--- src/rtl/core/fuzzy_cmeans_gray_segmenter_assert.svh ---
// Assertion macros for the fuzzy c-means segmenter.
`ifndef FUZZY_CMEANS_GRAY_SEGMENTER_ASSERT_SVH
`define FUZZY_CMEANS_GRAY_SEGMENTER_ASSERT_SVH

// Same-cycle implication.
`define FCM_ASSERT_IMP(lbl, clk, rst_n, ante, cons) \
  lbl: assert property (@(posedge clk) disable iff (!rst_n) (ante) |-> (cons)) \
    else $error("fcm assertion failed");

// Next-cycle implication.
`define FCM_ASSERT_NXT(lbl, clk, rst_n, ante, cons) \
  lbl: assert property (@(posedge clk) disable iff (!rst_n) (ante) |=> (cons)) \
    else $error("fcm assertion failed");

`endif

--- src/rtl/core/fcm_ram.sv ---
`default_nettype none
module fcm_ram #(
  parameter int WIDTH = 16,
  parameter int DEPTH = 256
) (
  input  wire logic                     clk,
  input  wire logic                     we,
  input  wire logic [$clog2(DEPTH)-1:0] waddr,
  input  wire logic [WIDTH-1:0]         wdata,
  input  wire logic [$clog2(DEPTH)-1:0] raddr,
  output logic      [WIDTH-1:0]         rdata
);

  logic [WIDTH-1:0] mem [DEPTH];

  always_ff @(posedge clk) begin
    if (we) begin
      mem[waddr] <= wdata;
    end
    rdata <= mem[raddr];
  end

endmodule
`default_nettype wire

--- config.mk ---
export PLATFORM = sky130hd
export DESIGN_NAME = fcm_ram
export DESIGN_NICKNAME = d
export VERILOG_FILES = /design/src/rtl/core/fuzzy_cmeans_gray_segmenter_assert.svh /design/src/rtl/core/fcm_ram.sv
export SDC_FILE = /design/constraint.sdc
export NUM_CORES = 2
export LEC_CHECK = 0
export ABC_AREA = 1
export BUFFER_PORTS_ARGS = -buffer_cell sky130_fd_sc_hd__buf_2
export CORE_MARGIN = 3
export CORE_UTILIZATION = 25
export DETAILED_ROUTE_END_ITERATION = 8
export REMOVE_ABC_BUFFERS = 1
export SYNTH_ARGS = -nofsm -noshare
export SYNTH_HDL_FRONTEND = slang
export SYNTH_SLANG_ARGS = --single-unit
--- constraint.sdc ---
create_clock -name clk -period 2.2 [get_ports clk]
set_clock_uncertainty 0.1 [all_clocks]
set_input_delay 0.11 -clock clk [delete_from_list [all_inputs] [get_ports clk]]
set_output_delay 0.11 -clock clk [all_outputs]
set_load 0.01 [all_outputs]
== Word-level counts from Yosys, hierarchy flattened ==
Memory sizes are Yosys's and may differ from the RTL's. A register that Yosys moved wholly into a read port is not among the register bits.
Index checks and enable logic that the tools add are counted.
Operators by class
  muxes and demuxes: 2
Operators by type and width (count)
  $mux 1: 2
Storage, ports and cells
  flip-flop bits (word level): 0
  RAM bits: 4096
  input port bits: 34
  word-level logic and storage cells: 3
  memories kept: 1
Memory list
  mem: depth 256, width 16, rd ports 1, clocked after memory_dff 1, write ports 1, RTL line fcm_ram.sv:14  | logic [WIDTH-1:0] mem [DEPTH];

== Depth between registers and ports, before layout ==
  word-level depth: 2
  gate-level depth with buffers: 15
  depth with buffers taken out: 11

== Worst setup path before layout ==
OpenSTA, ideal clock, no wires.
  path kind: input to register
  start: input we
  end: memory mem[164][0], enable pin
  library setup time: 0.388 ns
  arrival: 1.562 ns
  data required time: 1.712 ns
  slack: 0.150 ns
  stages: 4
  path buffers: 2
  cell sequence: clkbuf_1 -> nand3_1 -> clkbuf_1 -> nor2_1
On the way
  word-level cells in the longest chain between the ends: 2
RTL lines
  start, declared: RTL line fcm_ram.sv:7  | input wire logic we,
  $mux 1: RTL line fcm_ram.sv:17  | if (we) begin
  $mux 1 (not written as such): RTL line fcm_ram.sv:18  | mem[waddr] <= wdata;
  end, declared: RTL line fcm_ram.sv:14
Every way passes these cells.

== Worst setup path after layout ==
  start: input waddr[6]
  end: memory mem[184][1], enable pin
RTL lines
  start, declared: RTL line fcm_ram.sv:8  | input wire logic [$clog2(DEPTH)-1:0] waddr,
No word-level cell before the write port.

==> metrics.csv <==
stage,metric,value,unit
power,pwr dens,847,nW/µm²
synth,Netlist Area Pre-Place,166000,µm²
cells_and_area,register area,123000,µm²
place,hpwl dp,322,mm
power,LEAKAGE,0.0699,µW
setup_path,worst setup path category,input pin to flip-flop,
die,DIE AREA,673000,µm²
clock_tree,CTS H-tree lvls,5,
cells_and_area,Finished Layout Cells,23500,
sta,Tcrit/Tclk final,101,%
sta,final slew viol count,0,
setup_path,CP most frequent cell,dlygate4sd3_1,
setup_path,R2R Setup Slk,0.02,ns
synth,yosys warns,0,
synth,largest family of logic cells by synthesized area,simple AND/OR/NAND/NOR gates,
die,Die Y,820,µm
cells_and_area,Final #Nets,14500,
sta,Finish-stage setup viols,13,
setup_path,CP required,2.78,ns
sta,worst-margin pin slew,1.11,ns
clock_tree,clk_lat worst skew,0.99,ns
run_status,outcome,"complete, but fails checks",
cells_and_area,share of layout cells above drive strength 1,13.2,%
synth,Synth Area in Adders,0,%
run_status,failing checks,setup timing,
power,Sw Ratio,23.0,%
route,drt wl/cell,22.0,µm
die,die width,820,µm
global_route,GR Overflow Total,0,
clock_tree,TritonCTS sink count,4112,
power,Pint,131000,µW
route,via count,112000,
cells_and_area,Area Growth Syn to Fin,21.5,%
power,Pwr Total,171000,µW
global_route,pin count of the biggest net entering global routing,117,
setup_path,crit-path cells,"dlygate4sd3_1, buf_2, inv_1, nand2_1, dlygate4sd3_1, nor2_2, dlygate4sd3_1, nand2_1, nor2_1, buf_12",
route,DR pass1 iterations,6,
synth,Synth Area in Compound Gates,0,%
place,RePlAce Congestion,0.879,
setup_path,WP buf/inv,6,
place,port buffer count,49,
sta,Final Hold Fails,0,
global_route,vias in the first global route,106000,
power,Comb pwr share,7.1,%
global_route,antenna violations before repair,39,
synth,Post-Synthesis Mean Instance Area,12.2,µm²
sta,Max Fclk,451,MHz
setup_path,CP Capture Type,flip-flop,
sta,final worst setup slack,-0.0160,ns
synth,xor and xnor fraction of the mapped netlist area,0,%
setup_path,Critical-path top delay cell,dlygate4sd3_1,
sta,Relative slew margins,26.1,%
setup_path,Worst path top cell family by delay,buffers and inverters,
synth,Synth Instances,13600,
die,Std-Cell Rows,298,
die,# IOs,50,
cells_and_area,area of the multi-input gates,37300,µm²
power,Max IR drop VDD,720,µV
power,sw power,39200,µW
cells_and_area,# fillers,65300,
route,DRT Wirelength,519,mm
route,drt via density,4.77,
sta,setup total negative slack,-0.104,ns
synth,post-synthesis simple-gate area fraction,22.4,%
synth,Yosys reg bits,4112,
place,dpl cells,22700,
route,Post-DRT Antenna Nets,0,
sta,Final min period,2.22,ns
cells_and_area,Final Cell Area,201000,µm²
global_route,first-pass GRT wire length,749,mm
power,Sequential Power Share,50.7,%
place,placed cell area,187000,µm²
clock_tree,post-CTS setup buffer count,0,
clock_tree,CTS Buf Count,427,
synth,sequential share of the synthesized area,74.4,%
place,pre-CTS setup slack,-0.891,ns
route,Post-route DRC,0,
clock_tree,CTS root buffer,clkbuf_16,
die,Initial Util,25.1,%
route,Iteration-0 DRC Markers,14000,
clock_tree,CTS tree,built,
sta,setup repair after global routing missed its margin,yes,
clock_tree,"CTS clk-pin slew, worst paths",0.06,ns
run,max cap viols,0,
die,CORE AREA,660000,µm²
clock_tree,CTS Buffer Depth,4,
hold_path,Hold WC Path Type,input pin to flip-flop,
setup_path,worst-path fanout max,16,
setup_path,Critical Path Start Type,input pin,
synth,post-synthesis mux area share,0,%
power,Clk pwr share,42.2,%
global_route,total track usage,14.8,%
setup_path,Worst Path Arrival,2.80,ns
setup_path,slowest cell delay on critical path,0.62,ns
synth,synth unique cells,15,
-- per-layer routing --
metal  vias up  track usage [%]  wire length, µm
met4        12             5.73            20600
li1      50400                -                -
met1     55800             20.0           210000
met2      5258             23.9           243000
met5         -                0               78
met3       876             2.32            44600
-- placed cells by master (no fill, tap or decap) --
cell type,count
nand2_1,4189
inv_6,4
clkinv_16,4
inv_1,33
inv_16,7
clkinv_4,4
nor2_1,267
nand3_1,4015
dfxtp_2,8
inv_8,2
clkinv_8,6
clkinv_2,65
buf_4,802
buf_12,444
clkbuf_1,88
diode_2,37
buf_8,19
buf_2,27
clkinvlp_4,12
dfxtp_4,1
bufinv_16,45
clkinv_1,118
nand2_2,22
nor2_2,16
dlygate4sd3_1,39
buf_6,3
nand3_2,20
dfxtp_1,7
edfxtp_1,4096
inv_2,1
clkbuf_16,435
-- cells by family after synthesis --
group	after synthesis
buf+inv	976
flops	4112
simple gates	8529
-- worst register-to-register path: cells and delay by family (launching register included) --
kind                   cells  cell delay (ns)
AND/OR/NAND/NOR           10             1.42
flip-flops                 1             0.36
buffers and inverters      1             0.19
-- Yosys cell counts --
library cell | count | area (µm²)
clkbuf_1 | 154 | 578
buf_2 | 495 | 2480
buf_8 | 1 | 15.0
inv_1 | 35 | 131
nand3_1 | 4035 | 20200
inv_4 | 2 | 12.5
nand2_1 | 4211 | 15800
buf_4 | 163 | 1220
edfxtp_1 | 4096 | 123000
buf_1 | 70 | 263
dfxtp_1 | 16 | 320
inv_2 | 2 | 7.51
buf_6 | 53 | 597
nor2_1 | 283 | 1060
buf_12 | 1 | 20.0
-- layout make-up --
type | instances | area share [%]
Sequential cell | 4112 | 61.3
Multi-Input combinational cell | 8529 | 18.5
Timing Repair Buffer | 1334 | 7.83
Clock buffer | 523 | 5.57
Tap cell | 8700 | 5.41
Clock inverter | 262 | 1.29
Inverter | 39 | 0.0988
Antenna cell | 37 | 0.0460
-- worst paths after layout --
kind | from | to | cells after the start
hold / removal | wdata[4] | mem[206][4] | 2
setup reg to reg | mem[246][9] | rdata[9] | 11
hold reg to reg | mem[76][8] | rdata[8] | 10
setup / recovery | waddr[6] | mem[184][1] | 10
-- power groups by stage --
stage	Clock, µW	Combinational, µW	Sequential (µW)
5_1_grt	75900	12800	86500
3_5_place_dp	0	11800	88200
3_3_place_gp	0	11700	88200
4_1_cts	72800	11900	86600
6_report	72000	12100	86600
2_1_floorplan	0	5050	88100
-- metrics by stage --
step                      util, %  hold slack [ns]
final                        30.5           0.0744
after global routing         30.5           0.0428
after CTS                    30.5          0.00284
after detailed placement     28.3            0.338
after global placement       28.3            0.340
after floorplan                 -            0.109
-- registers in the layout, indices dropped and copies added (netlist names) --
register and count:
mem 4096, rdata 16
-- what timing repair did --
| action | CTS | global route |
|---|---|---|
| hold buffers | 39 | 0 |
| gates resized for setup | 17 | 23 |
| endpoints found under the hold margin | 4854 | 0 |
| setup endpoints to repair | 14 | 95 |
| pin swaps | 0 | 0 |
No activity file was read; power rests on OpenSTA's default activity.
