--- src/rtl/core/fuzzy_cmeans_gray_segmenter_assert.svh ---
// Assertion macros for the fuzzy c-means segmenter.
`ifndef FUZZY_CMEANS_GRAY_SEGMENTER_ASSERT_SVH
`define FUZZY_CMEANS_GRAY_SEGMENTER_ASSERT_SVH

// Same-cycle implication.
`define FCM_ASSERT_IMP(lbl, clk, rst_n, ante, cons) \
  lbl: assert property (@(posedge clk) disable iff (!rst_n) (ante) |-> (cons)) \
    else $error("fcm assertion failed");

// Next-cycle implication.
`define FCM_ASSERT_NXT(lbl, clk, rst_n, ante, cons) \
  lbl: assert property (@(posedge clk) disable iff (!rst_n) (ante) |=> (cons)) \
    else $error("fcm assertion failed");

`endif

--- src/rtl/core/fcm_pkg.sv ---
`default_nettype none
package fcm_pkg;

  localparam int DEF_MAX_PIXELS = 1048576;
  localparam int DEF_CLUSTERS   = 4;
  localparam int DEF_PIXEL_BITS = 8;

  localparam int MEMB_SHIFT = 44;
  localparam int CENT_W     = 16;
  localparam int MEMB_W     = 16;
  localparam int CFG_IDX_W  = 3;
  localparam int CFG_DATA_W = 16;
  localparam int ITER_W     = 8;

  localparam logic [CFG_IDX_W-1:0] CFG_INIT0 = 3'd0;
  localparam logic [CFG_IDX_W-1:0] CFG_INIT1 = 3'd1;
  localparam logic [CFG_IDX_W-1:0] CFG_INIT2 = 3'd2;
  localparam logic [CFG_IDX_W-1:0] CFG_INIT3 = 3'd3;
  localparam logic [CFG_IDX_W-1:0] CFG_TOL   = 3'd4;
  localparam logic [CFG_IDX_W-1:0] CFG_MAXIT = 3'd5;

  localparam logic REQ_LOAD     = 1'b0;
  localparam logic REQ_CLASSIFY = 1'b1;

  localparam logic [CENT_W-1:0] INIT_C_RESET [4] = '{16'd8192, 16'd24576, 16'd40960, 16'd57344};
  localparam logic [15:0] TOL_RESET   = 16'd655;
  localparam logic [7:0]  MAXIT_RESET = 8'd100;

  typedef enum logic [4:0] {
    S_CLEAR, S_IDLE, S_HRD, S_HWR, S_INIT, S_PH, S_PH2,
    S_MD, S_MW, S_MWD, S_MQ, S_MQD, S_MEND,
    S_PRD, S_PWR, S_PDONE,
    S_UH, S_URD, S_U1, S_U2, S_U3, S_U4, S_UDIV, S_UDW,
    S_FIN
  } state_t;

  typedef enum logic [1:0] {
    MODE_CLASSIFY, MODE_PASS0, MODE_PASSI
  } mode_t;

  typedef struct packed {
    logic busy;
    logic done;
  } div_stat_t;

endpackage
`default_nettype wire

--- src/rtl/core/fcm_div.sv ---
`default_nettype none
module fcm_div #(
  parameter int DVD_W = 61,
  parameter int DVS_W = 47
) (
  input  wire logic             clk,
  input  wire logic             rst_n,
  input  wire logic             start,
  input  wire logic [DVD_W-1:0] dividend,
  input  wire logic [DVS_W-1:0] divisor,
  output logic      [DVD_W-1:0] quotient,
  output fcm_pkg::div_stat_t    stat
);
  import fcm_pkg::*;

  localparam int CW = $clog2(DVD_W + 1);

  logic [DVD_W-1:0] q_r, q_nxt;
  logic [DVS_W-1:0] rem_r, rem_nxt, dvs_r, dvs_nxt;
  logic [CW-1:0]    cnt_r, cnt_nxt;
  logic             busy_r, busy_nxt, done_r, done_nxt;
  logic [DVS_W:0]   trial;
  logic [DVS_W:0]   diff;
  logic             ge;

  always_comb begin
    trial    = {rem_r, q_r[DVD_W-1]};
    ge       = trial >= {1'b0, dvs_r};
    diff     = trial - {1'b0, dvs_r};
    q_nxt    = q_r;
    rem_nxt  = rem_r;
    dvs_nxt  = dvs_r;
    cnt_nxt  = cnt_r;
    busy_nxt = busy_r;
    done_nxt = 1'b0;
    if (start) begin
      q_nxt    = dividend;
      rem_nxt  = '0;
      dvs_nxt  = divisor;
      cnt_nxt  = CW'(DVD_W);
      busy_nxt = 1'b1;
    end else if (busy_r) begin
      q_nxt   = {q_r[DVD_W-2:0], ge};
      rem_nxt = ge ? diff[DVS_W-1:0] : trial[DVS_W-1:0];
      cnt_nxt = cnt_r - CW'(1);
      if (cnt_r == CW'(1)) begin
        busy_nxt = 1'b0;
        done_nxt = 1'b1;
      end
    end
  end

  always_ff @(posedge clk) begin
    if (!rst_n) begin
      busy_r <= 1'b0;
      done_r <= 1'b0;
      cnt_r  <= '0;
    end else begin
      busy_r <= busy_nxt;
      done_r <= done_nxt;
      cnt_r  <= cnt_nxt;
    end
    q_r   <= q_nxt;
    rem_r <= rem_nxt;
    dvs_r <= dvs_nxt;
  end

  assign quotient  = q_r;
  assign stat.busy = busy_r;
  assign stat.done = done_r;

endmodule
`default_nettype wire

--- config.mk ---
export PLATFORM = sky130hd
export DESIGN_NAME = fcm_div
export DESIGN_NICKNAME = d
export VERILOG_FILES = /design/src/rtl/core/fuzzy_cmeans_gray_segmenter_assert.svh /design/src/rtl/core/fcm_pkg.sv /design/src/rtl/core/fcm_div.sv
export SDC_FILE = /design/constraint.sdc
export NUM_CORES = 1
export LEC_CHECK = 0
export CAP_MARGIN = 20
export CORE_MARGIN = 1.5
export CORE_UTILIZATION = 55
export CTS_CLUSTER_DIAMETER = 120
export DETAILED_ROUTE_END_ITERATION = 7
export DONT_BUFFER_PORTS = 1
export MAX_ROUTING_LAYER = met4
export PLACE_DENSITY = 0.77
export SLEW_MARGIN = 20
export SYNTH_ARGS = -nofsm -noshare
export SYNTH_HDL_FRONTEND = slang
export SYNTH_SLANG_ARGS = --single-unit
--- constraint.sdc ---
create_clock -name clk -period 3.4 [get_ports clk]
set_input_delay 0.17 -clock clk [delete_from_list [all_inputs] [get_ports clk]]
set_output_delay 0.17 -clock clk [all_outputs]
set_load 0.05 [all_outputs]
# Word level (Yosys, flattened, before mapping)
# Index checks and enable logic that the tools add are counted.
# totals
ff_bits,163
latchBits,0
ram_bits,0
romBits,0
in_bits,111
out_inout_bits,63
elab_cells,25
n_memories,0
# op_classes
n_addsub,2
multipliers,0
n_div,0
n_lt_le_gt_ge,1
eq_ne,1
shift,0
muxes,9
bitwise,2
n_reduce_logical,3
# op_table
operator,n
2-to-1 mux 61 bit,2
>= comparator 48 x 47 -> 1 bit,1
2-to-1 mux 47 bit,1
subtractor 47 bit,1
2-to-1 mux 6 bit,2
== test 6 x 1 -> 1 bit (second input constant),1
subtractor 6 x 1 -> 6 bit (second input constant),1
2-to-1 mux 1 bit,4
OR reduction 3 bit,1
NOT 1 bit,2
nonzero test 2 bit,1
OR reduction 2 bit,1

# Logic depth before layout (Yosys ltp)
# Gate-level depths: netlist of the first run.
# depth
ltp_word,4
depth_mapped,15
ltp_nobuf,13

# Least setup slack after synthesis of the first run
# Ideal clock, no wire load.
# synth_timing
kind,reg-to-reg
startpoint,"reg q_r[60], in the netlist quotient[60]"
endpoint,reg rem_r[44]
setup_ns,0.120
arrival_ns,3.082
required_time_ns,3.280
path_slack_ns,0.198
path_stages_with_launch,14
n_path_buf,0
synth_period_minus_slack_ns,3.202
path_cell_list,edfxtp_1 > inv_1 > ha_1 > fa_1 > nand2b_1 > a21oi_1 > nor3_1 > o41ai_2 > o21ai_2 > o31ai_2 > a21boi_1 > nor4b_1 > a21oi_1 > o2bb2ai_1
# synth_via
elab_chain_len,2
elab_cells_between_ends,3
cone_classes,1 x add/sub; 1 x order compare; 1 x mux
# synth_lines
element,line,rtl
"start, declared",fcm_div.sv:18,"logic [DVD_W-1:0] q_r, q_nxt;"
"start signal, assigned",fcm_div.sv:63,q_r <= q_nxt;
subtractor 47 bit / >= comparator 48 x 47 -> 1 bit (equally long branches),"fcm_div.sv:29, fcm_div.sv:28",
2-to-1 mux 47 bit *,fcm_div.sv:44,rem_nxt = ge ? diff[DVS_W-1:0] : trial[DVS_W-1:0];
"end signal, assigned",fcm_div.sv:64,rem_r <= rem_nxt;
"end, declared",fcm_div.sv:19,"logic [DVS_W-1:0] rem_r, rem_nxt, dvs_r, dvs_nxt;"
# Every way passes the cells marked *; elsewhere a longest branch is shown, timed or not.
# A chain may end at the register's enable or synchronous reset.

# Worst setup path in the final report of the first run
# Same ends and word-level chain as after synthesis.

==> impl_results.md, run 1 <==
* Status: complete, no violations
* Grt met2 use at between 40% and 50%
* Tot Pwr at 5.96 mW
* Cells after DPL at 1081
* Vias per cell at 5.79
* Mapped Nets at about 1100
* Cell mode on critical path: a21oi_1
* Endpoints failing setup at 0
* Post-Synth Simple-Gate Area at just over 10%
* Yosys warns at 0
* Die Span X at around 130 um
* Crit path DAT at 3.51 ns
* Number of synthesized register bits at 163
* Hold Fails Final Rpt at 0
* RSZ-0062 raised after global routing: no
* Ant. Diodes at 0
* Vias at between 7000 and 8000
* EDFF count, synth at ~110
* Starting Density at between 50% and 60%
* Primary FF master, synth: edfxtp_1
* Post-synth ARST share at 0%
* Cells after Synth at between 900 and 1000
* Critical path class: flip-flop to flip-flop
* Clk Latency, worst-skew pair at between 0.4 and 0.5 ns
* Worst-Margin Slew at 0.758 ns
* # port buffers at 0
* Worst slack, placed at around 0.18 ns
* Initial DRC Count at 514
* Row count at 47
* CTS buffer count at 17
* Synth Area in Compound Gates at 18.1%
* Setup WS post-layout at 0.212 ns
* Sw frac at ~34%
* Ranking of synthesized cells by area: edfxtp_1, dfxtp_1, mux2_2, ha_1, a21oi_1
* Global routing's busiest layer: met2
* Finished Layout Cells at approximately 1200
* GRT Overall Usage at between 20% and 30%
* Logic pwr share at between 20% and 30%
* Critical-path cell list: inv_1 > ha_1 > fa_1 > nand2b_1 > a21oi_1 > nor3_1 > o41ai_2 > o21ai_2 > o31ai_2 > a21boi_1 > nor4b_1 > a21oi_1 > o2bb2ai_1
* Area Overhead vs Synth at 21.0%
* Wirelength per Cell at between 15 and 20 um
* Die area at roughly 0.018 sq mm
* Register area share after synthesis at between 40% and 50%
* Sw Pwr at just over 2 mW
* Core area at approximately 0.017 sq mm
* Die Span Y at ~130 um
* Crit-path max cell delay at roughly 0.40 ns
* Tcrit/Tclk final at between 90% and 100%
* Total iterations of the first detailed-routing run at 5
* Syn_area_per_cell at around 10 sq um
* Peak supply drop at roughly 0.41 mV
* Met3 Usage GRT at between 6 and 7%
* Layout cells sized above 1 at about an eighth
* HPWL Detailed at approximately 14000 um
* M1 GR Usage at 32.1%
* Synth top area share at roughly a third
* Setup TNS at 0 ns
* H-tree depth at 4
* Clock root cell: clkbuf_16
* Power per Cell Area at approximately 530 mW/mm^2
* Largest family of logic cells by synthesized area: compound AO/OA/AOI/OAI gates
* R2R setup slack at approximately 0.21 ns
* Clk buf depth at 2
* Startpoint types: flip-flop
* Io pins at roughly 170
* Routed Antenna Nets at 0
* Design internal power at between 3 and 4 mW
* Grt total ovfl at 0
* Minimum clock period at between 3 and 4 ns
* Req. time, crit path at 3.72 ns
* Most area-hungry cell type in the Yosys netlist: edfxtp_1
* Synth cell count leaders: edfxtp_1, nor2_1, a21oi_1
* Final net count at between 1000 and 1500
* First-pass GRT wire length at roughly 36000 um
* Multiplexer share of the synthesized area at 8.57%
* Worst Hold Class: primary input to flip-flop
* Clock sinks at ~160
* Initial antenna violation count at 0
* Synthesized area at a little over 0.009 sq mm
* Clk slew on worst S/H paths at approximately 0.070 ns
* CP max stage cell: fa_1
* Skew final at roughly 0.014 ns
* Total wire length at ~22000 um
* Pleak at 4.63 nW
* Adder-Cell Fraction of Synth Area at under 10%
* F_max at ~310 MHz
* Number of library cell types mapped by synthesis at 70
* Crit end category: flip-flop
* Clk pwr share at 32.7%
* DRC viols at 0
* Max-cap check violation count at 0
* CTS tree: done
* Slew headroom at between 40% and 50%
* Pin count of the biggest net entering global routing at about 140
* Most frequent cell after synthesis: edfxtp_1
* Seq pwr share at a little under half
* Crit-path max FO at 5
* Via count of the first global-routing pass at 7154
* Routability congestion estimate at 0.919
* Fraction of synthesized cell area in xor and xnor cells at roughly 4.2%
* Max Slew Vio Count at 0
[stage by stage]
step / cell area, sq um / hold WS (ns) / util (%)
final: 11300 / 0.0144 / 68.1
after floorplan: 9300 / 0.269 / -
after detailed placement: 9420 / 0.265 / 57.0
after global routing: 11300 / 0.0263 / 68.1
after CTS: 11200 / 0.00316 / 68.0
after global placement: 9420 / 0.260 / 57.0
[cell usage in the layout, fill, tap and decap left out, drive strengths merged, types with 3 or more instances in the layout]
| cell | Yosys | layout |
|---|---|---|
| dlygate4sd3 | 0 | 120 |
| edfxtp | 108 | 108 |
| nor2 | 92 | 92 |
| a21oi | 80 | 80 |
| inv | 62 | 71 |
| mux2 | 61 | 61 |
| dfxtp | 55 | 55 |
| ha | 49 | 49 |
| a21o | 42 | 42 |
| nand2 | 40 | 40 |
| a211oi | 33 | 33 |
| o21ai | 32 | 32 |
| xor2 | 24 | 24 |
| xnor2 | 21 | 21 |
| clkbuf | 37 | 17 |
| nand4 | 15 | 15 |
| buf | 20 | 15 |
| nand3 | 12 | 12 |
| a31oi | 12 | 12 |
| mux2i | 11 | 11 |
| nor3 | 9 | 9 |
| nor2b | 9 | 9 |
| nand2b | 8 | 8 |
| o21bai | 8 | 8 |
| o21a | 6 | 6 |
| o22ai | 5 | 5 |
| a2111oi | 4 | 4 |
| o211ai | 3 | 3 |
| a32oi | 3 | 3 |
| nor4 | 3 | 3 |
| nand3b | 3 | 3 |
| o31ai | 3 | 3 |
| a21boi | 3 | 3 |
[kinds of logic after synthesis]
kind of cell / after synthesis
and+or+nand+nor: 204
DFF: 163
adders and majority gates: 50
xor gates and xnor gates: 45
AOI/OAI and AO/OA: 252
buffers and inverters: 119
muxes: 72
[state kept, by name, indices dropped and copies added (netlist names)]
| name | cells |
|---|---|
| done_r | 1 |
| dvs_r | 47 |
| cnt_r | 6 |
| rem_r | 47 |
| busy_r | 1 |
| quotient | 61 |
[power groups by stage]
stage | Combinational [mW] | Sequential [mW] | Clock, mW
detailed placement | 1.11 | 2.76 | 0
global placement | 1.09 | 2.76 | 0
floorplan | 0.938 | 2.72 | 0
global route | 1.42 | 2.74 | 2.05
finish | 1.29 | 2.72 | 1.95
CTS | 1.26 | 2.72 | 1.98
[per-layer routing]
layer	up-vias	routed length, um
li1	3497	-
met1	3343	9460
met2	250	10600
met3	50	1390
met4	0	522
met5	-	0
[timing repair]
item,4_1_cts,5_1_grt
endpoints found under the hold margin,196,0
hold buffers,121,0
resized for setup,0,2
buffers inserted,0,1
endpoints found under the setup margin,0,2
[critical path: cells and delay by family, from the launching register on]
kind | cells | cell delay [ns]
simple gates | 3 | 0.59
flops | 1 | 0.35
buf+inv | 1 | 0.05
fa+ha+maj | 2 | 0.62
compound gates | 7 | 1.47
[layout make-up]
type	instances	area (sq um)
clock buffers	17	425
clock inverters	14	164
fillers	1254	5270
inverters	62	233
multi-input cells	623	4470
flip-flops and latches	163	4350
well taps	220	275
repair buffers	135	1350
[final timing paths]
| path | startpoint | to | cells past startpoint |
|---|---|---|---|
| hold / removal | rst_n | cnt_r[2] | 2 |
| setup reg to reg | quotient[60] | rem_r[44] | 13 |
| setup / recovery | quotient[60] | rem_r[44] | 13 |
| hold reg to reg | rem_r[20] | rem_r[20] | 2 |
Power figures use the tool's default switching activity.
==> inputs of run 2 (changes only) <==
- CORE_ASPECT_RATIO: not set -> 0.9
==> impl_results.md, run 2 (synthesis results as in run 1) <==
* Status: complete, no violations
* CP bufs+invs at 3
* Req. time, crit path at around 3.7 ns
* DP Area at roughly 0.0094 sq mm
* Reg2Reg Depth at 14
* Critical R2R Launch: dvs_r[11]
* Die Span Y at between 100 and 150 um
* Fin area at approximately 0.011 sq mm
* Vias at slightly above 7000
* Clk buf depth at 2
* Initial DRC Count at between 500 and 600
* Critical path's top delay family: compound AO/OA/AOI/OAI gates
* H-tree depth at 4
* Core area at 0.0164 sq mm
* CP max stage cell: ha_1
* Routability congestion estimate at 0.934
* Grt total ovfl at 0
* Final net count at 1159
* Die area at between 0.015 and 0.02 sq mm
* Largest register FFs at around 60
* Power per Cell Area at 534 mW/mm^2
* Utilization after layout at slightly below 70%
* Total iterations of the first detailed-routing run at 6
* Row count at 44
* CTS tree: done
* Crit end category: flip-flop
* Most frequent cells in the layout: dlygate4sd3_1, edfxtp_1, nor2_1
* Layout cells sized above 1 at between 10 and 15%
* Setup TNS at 0 ns
* RSZ-0062 raised after global routing: no
* Wirelength per Cell at 18.9 um
* # port buffers at 0
* Clock sinks at around 160
* GRT Overall Usage at roughly 27%
* Reg-to-Reg End: rem_r[29]
* Max Slew Vio Count at 0
* Initial antenna violation count at 0
* Pleak at 4.61 nW
* Crit path DAT at 3.48 ns
* Peak supply drop at a little over 0.4 mV
* Tcrit/Tclk final at 93.8%
* Pin count of the biggest net entering global routing at roughly 140
* Origin of the worst min-delay path: start
* Worst-Margin Slew at ~1.0 ns
* Skew final at 0.0141 ns
* Total wire length at around 23000 um
* Vias per cell at between 5 and 6
* HPWL Detailed at approximately 14000 um
* Cell mode on critical path: o21ai_2
* Hold Fails Final Rpt at 0
* Max-cap check violation count at 0
* Starting Density at 56.9%
* CTS buffer count at 17
* F_max at between 300 and 400 MHz
* Clk slew on worst S/H paths at about 0.07 ns
* Layout filler cell count at between 1000 and 1500
* Clock root cell: clkbuf_16
* Routed Antenna Nets at 0
* Hold WS at roughly 0.13 ns
* Hold-critical path depth at 4
* Io pins at 174
* Startpoint types: flip-flop
* Minimum clock period at roughly 3.2 ns
* Ant. Diodes at 0
* First-pass GRT wire length at between 30000 and 40000 um
* Critical-path cell list: inv_1 > ha_1 > a21o_1 > a311o_1 > a21boi_2 > o41ai_2 > buf_4 > o21ai_2 > o21ai_2 > a21oi_4 > buf_6 > mux2_2 > mux2i_1 > nor2_1
* R2R setup slack at around 0.21 ns
* DRC viols at 0
* Worst Hold Class: primary input to flip-flop
* Clk Latency, worst-skew pair at ~0.44 ns
* Crit-path max cell delay at between 0.3 and 0.4 ns
* Commonest non-fill, non-tap cell in the layout: dlygate4sd3_1
* Crit-path max FO at 9
* Endpoints failing setup at 0
* Hold Path Sink: rem_r[35]
* Setup Buffers After CTS at 0
* Critical path class: flip-flop to flip-flop
* Area Overhead vs Synth at 20.6%
* Slew headroom at approximately a third
* Die Span X at between 100 and 150 um
* Via count of the first global-routing pass at ~7000
run 2: changes by cell type in the layout (fill, tap and decap cells not counted), moves of 2 or more:
cell,previous run,this run
dlygate4sd3_1,120,114
clkinv_8,2,5
inv_6,6,2
inv_8,3,5
run 2: how the worst max path moves through the flow:
stage / end / depth (start not counted) / start / slack (ns)
3_5_place_dp: rem_r[46] / 13 / quotient[60] / 0.20
5_1_grt: rem_r[29] / 14 / dvs_r[11] / 0.008
3_3_place_gp: rem_r[29] / 13 / dvs_r[33] / 0.30
4_1_cts: rem_r[46] / 13 / quotient[60] / 0.16
6_report: rem_r[29] / 14 / dvs_r[11] / 0.21
2_1_floorplan: rem_r[44] / 13 / quotient[60] / 0.20
run 2: stage by stage:
stage,setup slack [ns],cells,power [mW]
after floorplan,0.198,905,3.66
after global placement,0.304,1071,3.86
after detailed placement,0.196,1071,3.88
after CTS,0.163,1218,5.94
after global routing,0.00810,1218,6.23
final,0.211,1218,5.99
run 2: where the power goes:
part	switching (mW)	internal, mW
registers	0.395	2.33
clock network	0.957	0.995
logic	0.734	0.577
run 2: cell type report:
cell class	instances	area, sq um	area share (%)
multi-input cells	623	4470	39.8
flip-flops and latches	163	4350	38.8
repair buffers	131	1310	11.6
clock buffers	17	425	3.79
well taps	207	259	2.31
inverters	62	233	2.08
clock inverters	15	179	1.60
run 2: routing by layer:
layer	part of all wire [%]	vias up	global-route usage (%)
li1	-	3485	-
met1	44	3446	34.7
met2	48	277	44.7
met3	5.7	34	5.85
met4	1.7	0	6.07
met5	0	-	-
run 2: what timing repair did:
action	in CTS	in global routing
resized for setup	0	6
endpoints found under the hold margin	196	0
endpoints found under the setup margin	0	4
hold buffers	115	0
run 2: worst reg2reg max path, cell delays in order (launching register included):
cell and delay, ns:
edfxtp_1 0.33, inv_1 0.04, ha_1 0.38, a21o_1 0.25, a311o_1 0.31, a21boi_2 0.17
o41ai_2 0.09, buf_4 0.15, o21ai_2 0.23, o21ai_2 0.12, a21oi_4 0.28, buf_6 0.18
mux2_2 0.34, mux2i_1 0.13, nor2_1 0.05
